--- src/sv/mcq_pkg.sv ---
// ----------------------------------------------------------------------------
// Multicast consumer queue package
// Sizes, codes and beat types shared by the queue and its checker.
// ----------------------------------------------------------------------------
package mcq_pkg;

    // Sizing
    localparam int QUEUE_DEPTH   = 16;
    localparam int NUM_CONSUMERS = 8;
    localparam int DATA_WIDTH    = 32;
    localparam int PTR_W         = $clog2(QUEUE_DEPTH);
    localparam int CNT_W         = $clog2(QUEUE_DEPTH + 1);
    localparam int CID_W         = 3;
    localparam int MASK_W        = 8;
    localparam int CAP_W         = 5;

    // Configuration port
    localparam int CFG_IDX_W  = 2;
    localparam int CFG_DATA_W = 8;
    localparam logic [CFG_IDX_W-1:0] CFG_IDX_MASK = 2'd0;
    localparam logic [CFG_IDX_W-1:0] CFG_IDX_CAP  = 2'd1;
    localparam logic [CAP_W-1:0]     CAP_RESET    = 5'd16;

    // Commands
    localparam logic CMD_ADD = 1'b0;
    localparam logic CMD_GET = 1'b1;

    typedef logic [NUM_CONSUMERS-1:0] t_owed;
    typedef logic [PTR_W-1:0]         t_ptr;

    // Input beat
    typedef struct packed {
        logic                  cmd;
        logic [CID_W-1:0]      consumer_id;
        logic [DATA_WIDTH-1:0] payload;
    } t_in_item;

    // Result beat
    typedef struct packed {
        logic                  found;
        logic [DATA_WIDTH-1:0] data_out;
        logic                  add_refused;
        logic [CNT_W-1:0]      item_total;
        logic                  is_full;
        logic                  not_empty;
        logic [CNT_W-1:0]      pending_for_id;
    } t_out_item;

endpackage

--- src/sv/multicast_consumer_queue_unit.sv ---
// ----------------------------------------------------------------------------
// Multicast consumer queue
// Bounded age-ordered queue whose entries are each read once by every
// consumer that was registered when the entry was added.
// ----------------------------------------------------------------------------
// The queue takes one item per clock cycle while its output is not stalled
// and returns its result beat through the pending-result registers and the
// result beat register; the data memory read is registered. Data words live
// in a 16 x 32 single-port-write, one-read memory addressed by slot; the
// per-entry owed masks and an age-ordered list of slot numbers sit in
// flip-flops, so removing an entry only shifts the list and masks while the
// data stays in place. Reset takes effect at once: no clearing pass is
// needed. Configuration writes are always ready.
module multicast_consumer_queue_unit (
    input  logic                             i_clk,
    input  logic                             i_rst_n,
    // Item input
    input  logic                             i_in_valid,
    output logic                             o_in_stall,
    input  mcq_pkg::t_in_item                i_in_data,
    // Result output
    output logic                             o_out_valid,
    input  logic                             i_out_stall,
    output mcq_pkg::t_out_item               o_out_data,
    // Configuration writes
    input  logic                             i_cfg_valid,
    output logic                             o_cfg_ready,
    input  logic [mcq_pkg::CFG_IDX_W-1:0]    i_cfg_index,
    input  logic [mcq_pkg::CFG_DATA_W-1:0]   i_cfg_data
);

    localparam int DEPTH = mcq_pkg::QUEUE_DEPTH;

    // Configuration registers
    logic [mcq_pkg::MASK_W-1:0] r_cons_mask;
    logic [mcq_pkg::CAP_W-1:0]  r_cap_limit;
    logic [mcq_pkg::CNT_W-1:0]  cap_eff;

    // Queue state
    mcq_pkg::t_owed             r_owed [DEPTH];
    mcq_pkg::t_owed             n_owed [DEPTH];
    mcq_pkg::t_ptr              r_list [DEPTH];
    mcq_pkg::t_ptr              n_list [DEPTH];
    logic [mcq_pkg::CNT_W-1:0]  r_count;
    logic [mcq_pkg::CNT_W-1:0]  n_count;
    logic [mcq_pkg::DATA_WIDTH-1:0] r_mem [DEPTH];
    logic [mcq_pkg::DATA_WIDTH-1:0] r_rd_data;

    // Pending result
    logic                       r_busy;
    logic                       r_found;
    logic                       r_refused;
    mcq_pkg::t_owed             r_bit;
    mcq_pkg::t_out_item         r_out;
    logic                       r_out_valid;

    // Step signals
    logic                       out_free;
    logic                       load;
    logic                       in_acc;
    logic                       is_get;
    mcq_pkg::t_owed             id_bit;
    mcq_pkg::t_owed             add_mask;
    logic [DEPTH-1:0]           hit;
    mcq_pkg::t_ptr              hit_pos;
    logic                       any_hit;
    mcq_pkg::t_owed             sel_new;
    mcq_pkg::t_ptr              cnt_idx;
    logic                       full_now;
    logic                       do_store;
    logic                       do_found;
    logic                       do_refuse;
    logic [mcq_pkg::CNT_W-1:0]  pend;

    // Handshakes
    assign out_free    = !r_out_valid || !i_out_stall;
    assign load        = r_busy && out_free;
    assign o_in_stall  = r_busy && !out_free;
    assign in_acc      = i_in_valid && !o_in_stall;
    assign o_cfg_ready = 1'b1;
    assign o_out_valid = r_out_valid;
    assign o_out_data  = r_out;

    // Effective capacity, clipped to the depth
    assign cap_eff = (32'(r_cap_limit) > DEPTH) ? mcq_pkg::CNT_W'(DEPTH)
                                                : mcq_pkg::CNT_W'(r_cap_limit);

    // Consumer bit for this item; ids beyond the consumer count own nothing
    assign id_bit = (32'(i_in_data.consumer_id) < mcq_pkg::NUM_CONSUMERS)
                  ? (mcq_pkg::t_owed'(1) << i_in_data.consumer_id) : '0;
    assign add_mask = r_cons_mask[mcq_pkg::NUM_CONSUMERS-1:0];
    assign is_get   = (i_in_data.cmd == mcq_pkg::CMD_GET);

    // Oldest entry owed to the consumer
    always_comb begin
        hit_pos = '0;
        for (int i = 0; i < DEPTH; i++) begin
            hit[i] = |(r_owed[i] & id_bit);
        end
        for (int i = DEPTH - 1; i >= 0; i--) begin
            if (hit[i]) begin
                hit_pos = mcq_pkg::t_ptr'(i);
            end
        end
    end
    assign any_hit = |hit;
    assign sel_new = r_owed[hit_pos] & ~id_bit;

    // Add bookkeeping
    assign cnt_idx   = r_count[mcq_pkg::PTR_W-1:0];
    assign full_now  = (r_count >= cap_eff) || (r_count >= mcq_pkg::CNT_W'(DEPTH));
    assign do_refuse = in_acc && !is_get && full_now;
    assign do_store  = in_acc && !is_get && !full_now && (add_mask != '0);
    assign do_found  = in_acc && is_get && any_hit;

    // Next state of masks, slot list and count
    always_comb begin
        n_owed  = r_owed;
        n_list  = r_list;
        n_count = r_count;
        if (do_store) begin
            n_owed[cnt_idx] = add_mask;
            n_count         = r_count + mcq_pkg::CNT_W'(1);
        end else if (do_found) begin
            if (sel_new != '0) begin
                n_owed[hit_pos] = sel_new;
            end else begin
                // Remove: younger entries move up, freed slot goes to the back
                for (int j = 0; j < DEPTH - 1; j++) begin
                    if (mcq_pkg::t_ptr'(j) >= hit_pos) begin
                        n_owed[j] = r_owed[j+1];
                        n_list[j] = r_list[j+1];
                    end
                end
                n_owed[DEPTH-1] = '0;
                n_list[DEPTH-1] = r_list[hit_pos];
                n_count         = r_count - mcq_pkg::CNT_W'(1);
            end
        end
    end

    // Entries still owed to the consumer, counted after the step
    always_comb begin
        pend = '0;
        for (int i = 0; i < DEPTH; i++) begin
            pend = pend + mcq_pkg::CNT_W'(|(r_owed[i] & r_bit));
        end
    end

    // Data memory: write on add, read the hit slot on get
    always_ff @(posedge i_clk) begin
        if (do_store) begin
            r_mem[r_list[cnt_idx]] <= i_in_data.payload;
        end
        if (do_found) begin
            r_rd_data <= r_mem[r_list[hit_pos]];
        end
    end

    // Queue state registers
    always_ff @(posedge i_clk) begin
        if (!i_rst_n) begin
            for (int i = 0; i < DEPTH; i++) begin
                r_owed[i] <= '0;
                r_list[i] <= mcq_pkg::t_ptr'(i);
            end
            r_count <= '0;
        end else begin
            r_owed  <= n_owed;
            r_list  <= n_list;
            r_count <= n_count;
        end
    end

    // Configuration registers
    always_ff @(posedge i_clk) begin
        if (!i_rst_n) begin
            r_cons_mask <= '0;
            r_cap_limit <= mcq_pkg::CAP_RESET;
        end else if (i_cfg_valid && o_cfg_ready) begin
            unique case (i_cfg_index)
                mcq_pkg::CFG_IDX_MASK: r_cons_mask <= i_cfg_data[mcq_pkg::MASK_W-1:0];
                mcq_pkg::CFG_IDX_CAP:  r_cap_limit <= i_cfg_data[mcq_pkg::CAP_W-1:0];
                default: ;
            endcase
        end
    end

    // Step flags held for the result beat
    always_ff @(posedge i_clk) begin
        if (in_acc) begin
            r_found   <= do_found;
            r_refused <= do_refuse;
            r_bit     <= id_bit;
        end
    end

    // Control: pending result and output register valid
    always_ff @(posedge i_clk) begin
        if (!i_rst_n) begin
            r_busy      <= 1'b0;
            r_out_valid <= 1'b0;
        end else begin
            if (in_acc) begin
                r_busy <= 1'b1;
            end else if (load) begin
                r_busy <= 1'b0;
            end
            if (load) begin
                r_out_valid <= 1'b1;
            end else if (!i_out_stall) begin
                r_out_valid <= 1'b0;
            end
        end
    end

    // Result beat register
    always_ff @(posedge i_clk) begin
        if (load) begin
            r_out.found          <= r_found;
            r_out.data_out       <= r_found ? r_rd_data : '0;
            r_out.add_refused    <= r_refused;
            r_out.item_total     <= r_count;
            r_out.is_full        <= (r_count >= cap_eff);
            r_out.not_empty      <= (r_count != '0);
            r_out.pending_for_id <= pend;
        end
    end

endmodule

--- config.mk ---
export PLATFORM = sky130hd
export DESIGN_NAME = multicast_consumer_queue_unit
export DESIGN_NICKNAME = d
export VERILOG_FILES = /design/src/sv/mcq_pkg.sv /design/src/sv/multicast_consumer_queue_unit.sv
export SDC_FILE = /design/constraint.sdc
export NUM_CORES = 2
export LEC_CHECK = 0
export BUFFER_PORTS_ARGS = -buffer_cell sky130_fd_sc_hd__buf_2
export CORE_MARGIN = 1
export CORE_UTILIZATION = 55
export DETAILED_ROUTE_END_ITERATION = 10
export GPL_TIMING_DRIVEN = 0
export PLACE_DENSITY = 0.74
export SETUP_SLACK_MARGIN = 0.2
export SLEW_MARGIN = 25
export SYNTH_ARGS = -nofsm -noshare
export SYNTH_HDL_FRONTEND = slang
export SYNTH_SLANG_ARGS = --single-unit
--- constraint.sdc ---
create_clock -name i_clk -period 5.67 [get_ports i_clk]
set_clock_uncertainty 0.05 [all_clocks]
set_input_delay 0.2835 -clock i_clk [delete_from_list [all_inputs] [get_ports i_clk]]
set_output_delay 0.2835 -clock i_clk [all_outputs]
set_load 0.005 [all_outputs]
# After elaboration in Yosys (flattened, before gate mapping)
# Memory sizes are Yosys's and may differ from the RTL's. A register that Yosys moved wholly into a read port is not among the register bits.
# Cells that the tools add are included.
totals:
  mem_bits_rw: 512
  output_inout_bits: 49
  rom_bits: 0
  inputBits: 51
  regBits: 268
  wordCells: 295
  memories: 1
  latch_bits: 0
classes:
  bitwise_logic: 38
  div: 0
  mul: 0
  n_eq_ne: 3
  addsub: 17
  reduce_logical: 107
  shifts: 1
  muxes: 59
  n_lt_le_gt_ge: 22
mem_list:
  columns: ["name", "words", "word_bits", "rd", "rd_clocked_by_memory_dff", "wr", "line", "source"]
  rows:
  - ["r_mem", 16, 32, 1, 1, 1, "multicast_consumer_queue_unit.sv:46", "logic [mcq_pkg::DATA_WIDTH-1:0] r_mem [DEPTH];"]
ops:
  columns: ["operator", "count"]
  rows:
  - ["$mux W128", 3]
  - ["$and A8 B8 Y8", 33]
  - ["$bwmux W128", 2]
  - ["$reduce_or A8 Y1", 32]
  - ["$mux W8", 19]
  - ["$reduce_or A128 Y1", 1]
  - ["$mux W4", 20]
  - ["$demux W8 S4", 2]
  - ["$reduce_and A4 Y1", 15]
  - ["$add A5 B1 Y5", 11]
  - ["$reduce_bool A3 Y1", 15]
  - ["$reduce_and A2 Y1", 18]
  - ["$bmux W4 S4", 2]
  - ["$bmux W8 S4", 1]
  - ["$ge A4 B4 Y1 const A", 7]
  - ["$mux W5", 4]
  - ["$ge A3 B4 Y1 const A", 4]
  - ["$reduce_bool A8 Y1", 2]
  - ["$ge A5 B5 Y1 const B", 3]
  - ["$logic_and A1 B1 Y1", 11]
  - ["$lt A5 B1 Y1 const B", 2]
  - ["$not A4 Y5", 2]
  - ["$ge A1 B4 Y1 const A", 2]
  - ["$ge A2 B4 Y1 const A", 2]
  - ["other kinds (21)", 34]

# Depth between registers and ports, before layout
depth:
  depth_word: 28
  depth_mapped: 24
  mapped_depth_nobuf: 16

# Worst setup path after synthesis
# No wires, ideal clock.
synth_path:
  path_type: "register to register"
  from: "register r_count[0] in the netlist's numbering"
  to: "memory r_mem[10][0] in the netlist's numbering (enable)"
  t_arrival_ns: 4.840
  period_less_slack_ns: 5.311
  setup_time_ns: 0.421
  path_stages_with_launch: 17
  path_slack_ns: 0.359
  n_path_buf: 4
  required_time_ns: 5.199
  path_cell_list: "dfxtp_1 clkbuf_1 inv_1 ha_1 nand2b_1 a21o_1 a21o_1 a21o_1 a211oi_1 and2_1 inv_1 clkbuf_1 clkbuf_1 buf_1 nor2_1 nand2_1 nor2_1"
synth_via:
  elab_chain_cells: 7
  elab_cells_between_ends: 12
  classes_between: "order compare (2); mux (5); bitwise (1); reduce/logical (4)"
synth_lines:
  columns: ["element", "line", "source"]
  rows:
  - ["start, declared", "multicast_consumer_queue_unit.sv:44", "logic [mcq_pkg::CNT_W-1:0] r_count;"]
  - ["start signal, assigned", "multicast_consumer_queue_unit.sv:171", "r_count <= n_count;"]
  - ["$ge A5 B5 Y1", "multicast_consumer_queue_unit.sv:111", "assign full_now = (r_count >= cap_eff) || (r_count >= mcq_pkg::CNT_W'(DEPTH));"]
  - ["$logic_or A1 B1 Y1", "multicast_consumer_queue_unit.sv:111", null]
  - ["$logic_not A1 Y1", "multicast_consumer_queue_unit.sv:113", "assign do_store = in_acc && !is_get && !full_now && (add_mask != '0);"]
  - ["$logic_and A1 B1 Y1 (2 in series)", "multicast_consumer_queue_unit.sv:113", null]
  - ["$mux W1", "multicast_consumer_queue_unit.sv:152", "if (do_store) begin"]
  - ["$mux W1 (implied by the code)", "multicast_consumer_queue_unit.sv:153", "r_mem[r_list[cnt_idx]] <= i_in_data.payload;"]
  - ["end, declared", "multicast_consumer_queue_unit.sv:46", null]
# Parallel ways exist; a longest one is shown, timed or not. The select of a mux whose other input is x is not followed.

# Worst setup path in the final report
layout_path:
  from: "register r_owed[85] in the netlist's numbering"
  to: "register r_rd_data[27] in the netlist's numbering (read register of r_mem) (data pin)"
layout_via:
  elab_chain_cells: 12
  elab_cells_between_ends: 14
  classes_between: "mux (9); bitwise (2); reduce/logical (3)"
layout_lines:
  columns: ["element", "line", "source"]
  rows:
  - ["start, declared", "multicast_consumer_queue_unit.sv:40", "mcq_pkg::t_owed r_owed [DEPTH];"]
  - ["start signal, assigned", "multicast_consumer_queue_unit.sv:169", "r_owed <= n_owed;"]
  - ["$and A8 B8 Y8 (*)", "multicast_consumer_queue_unit.sv:98", "hit[i] = |(r_owed[i] & id_bit);"]
  - ["$reduce_or A8 Y1", "multicast_consumer_queue_unit.sv:98", null]
  - ["$mux W4 (6 in series)", "multicast_consumer_queue_unit.sv:101", "if (hit[i]) begin"]
  - ["$not A4 Y5 (implied by the code)", "multicast_consumer_queue_unit.sv:156", "r_rd_data <= r_mem[r_list[hit_pos]];"]
  - ["$bmux W4 S4", "multicast_consumer_queue_unit.sv:156", null]
  - ["$mux W4 (implied by the code) (2 in series)", "multicast_consumer_queue_unit.sv:156", null]
  - ["end, declared", "multicast_consumer_queue_unit.sv:47", "logic [mcq_pkg::DATA_WIDTH-1:0] r_rd_data;"]
# Mark *: on every way between the ends. The rest lies on a longest branch, timed or not. The select of a mux whose other input is x is not followed.
# A chain may end at the register's enable or synchronous reset.

==> metrics.txt <==
Critical Path AT 6100 ps; critical path depth 19; CP Launch Type flop; routed len/inst 39.6 um; post-synth top area cell edfxtp_1; Worst Tran Pin Value 1110 ps; Die Y 268 um; area grow syn2layout 18.0%; Fmax achieved 0.175 GHz; final core utilization 65.5%; Gate power share 54.1%; ys flop type edfxtp_1; VDD IR max 0.000616 V; Std-Cell Rows 97; DIE AREA 71600 um^2; Post-synth EDFFs 600; Req. time, crit path 6050 ps; Post-synth ARST share 0%; fraction of layout cells with a size suffix above 1 19.1%; worst-path cell chain mux2_2, a221o_1, or3_1, o2111a_1, o211a_4, nor2_1, buf_6, buf_6, buf_6, mux2i_1, o22ai_2, a21oi_4, buf_12, buf_6, buf_8, buf_8, mux2i_1, o22ai_1, or3_1; Multi-input gate area 15700 um^2; Port Buffer Count 96; DRC violations left 0; LEAKAGE 16.2 nW; Starting DRT DRC Count 6187; vias per std cell 7.55; period utilisation layout 101%; clock-pin slew on the worst setup and hold paths 70 ps; GP Congestion 1.06; CP peak stage delay 430 ps; FF/Latch Area 22300 um^2; sequential area share after synthesis 57.3%; Yosys reg bits 812; Tmin final 5720 ps; global-route wire length before repair 241000 um; nets 3553; largest cells by area after synthesis edfxtp_1 (46%), dfxtp_1 (11%), mux2i_1 (9.7%); Post-DP HPWL 117000 um; DP Worst Slack -1940 ps; GR Util All Layers 48.1%; worst skew pair latency 690 ps; Clk pwr share 18.7%; number of CTS-inserted buffers 81; Die Span X 268 um; Power Internal 15.9 mW; Net Sw Frac 46.6%; setup violators final 1; status finished with violations; largest net degree at the start of global routing 26; most common cell after layout, fill and taps aside edfxtp_1; synthesized instance count 3175; mapped cell area 38800 um^2; Cell variety after synth 96; Hold Crit Depth 4; max_cap viols 0; unrepaired setup endpoints after global routing false; ANT nets after route 0; Synth top area share 46.4%; most used cell, CP buf_6; vias in the first global route 32300; commonest non-fill, non-tap cells in the layout edfxtp_1 (600), mux2i_1 (360), o21ai_0 (260); syn_area_per_cell 12.2 um^2; Slew Limit Headroom 25.7%; Crit-path slowest cell or3_1; Top Ports 100; Fin. Hold Viols 0; Yosys warning count 0; Reg power frac 27.2%; FF-to-FF Start r_owed[85]; Final Slew Violations 0; CTS Sinks 812; syn nets 3250; Worst Path Buf+Inv 7; Clock Tree Buf Depth 3; PD cells 651 nW/um^2; drt pass-1 iters 9; Worst Hold Launch i_cfg_valid; crit end category flop; # fillers 4833; CTS tree done; Initial Util 55.5%; CP delay by family, top compound AO/OA/AOI/OAI gates; crit path kind reg -> reg; Reg2Reg Depth 19; antenna violations before repair 5; failing checks negative setup slack; CP startpoint r_owed[85]; total core area 69900 um^2; depth of the CTS H-tree 3; worst-path maximum fanout 10; P_sw 13.9 mW; Root Driver clkbuf_16; grt ovf 0; total number of vias 33900; Final WS setup -48.2 ps; final wirelength 178000 um; HP Class in -> reg
## state kept, by name, summed over array words and instances, names as in the netlist, 5 cells and up
register and flops:
r_mem 512, o_out_data 46, r_list 64, r_bit 8, r_count 5, r_owed 128, add_mask 8, r_rd_data 32
r_cap_limit 5
## kinds of logic after synthesis
logic type / share of synthesized area, %
AOI/OAI and AO/OA: 14.9
DFF: 57.3
and+or+nand+nor: 8.52
muxes: 14.3
buffers and inverters: 3.82
adders and majority gates: 0.986
xor gates and xnor gates: 0.113
other: 0.00966
## stage by stage
stage	instance area (um^2)	total power [mW]	setup TNS, ps	std cells	hold slack [ps]
3_5_place_dp	41500	21.7	-613490	4244	365
5_1_grt	45800	30.1	0	4482	224
4_1_cts	45300	28.0	0	4469	172
3_3_place_gp	40500	21.2	-1882140	4211	353
2_1_floorplan	38800	16.4	0	3175	332
6_report	45800	29.8	-48.2	4485	182
## layer usage
layer	vias up	share of wire, %	global-route usage (%)
met5	-	0.015	0
met4	4	8.2	32.3
met3	935	15	14.4
met2	3601	42	70.4
met1	16300	34	61.7
li1	13000	-	-
## power groups by stage
stage | Combinational (mW) | Clock (mW) | Sequential, mW
2_1_floorplan | 8.73 | 0 | 7.62
3_3_place_gp | 13.1 | 0 | 8.08
3_5_place_dp | 13.6 | 0 | 8.08
4_1_cts | 14.6 | 5.44 | 7.97
5_1_grt | 16.3 | 5.71 | 8.05
6_report | 16.1 | 5.57 | 8.10
## worst min-delay path, stage by stage
cell and delay (ps):
buf_2 100, nand3b_1 290, mux2i_1 120, nor2_1 80
## what timing repair did
action                                  4_1_cts  5_1_grt
endpoints found under the hold margin       524        0
pin swaps                                    28       16
buffers inserted                             37       12
resized for setup                           130      105
hold buffers                                 42        0
endpoints found under the setup margin      741      279
## final cells by class
cell class,count,area share (%)
Antenna cell,4,0.0219
Buffer,238,3.29
Clock buffer,107,4.75
Clock inverter,39,1.06
Inverter,80,0.656
Multi-Input combinational cell,2045,34.4
Sequential cell,812,48.6
Tap cell,940,2.57
Timing Repair Buffer,220,4.67
## Yosys cell counts (all sizes together), types with 11 or more instances
master	count
o211ai	23
a21oi	56
a2bb2oi	31
a221o	11
dfxtp	212
o311ai	12
nand3	85
a31oi	28
clkbuf	116
nor3	36
a221oi	16
nand4	31
a211oi	21
or3	40
nand2	254
buf	122
a32oi	76
mux2i	376
o22ai	110
inv	79
nor2	117
mux2	80
mux4	39
nor2b	14
and2	39
o21ai	267
edfxtp	600
o221ai	14
ha	13
fa	11
a22oi	91
## path summary, 6_finish.rpt
check	to	slack, ps
worst max-delay path	r_rd_data[27]	-50
worst min-delay path	r_cap_limit[1]	180
worst max register to register	r_rd_data[27]	-50
worst min register to register	o_out_data[12]	380
Power figures use the tool's default switching activity.
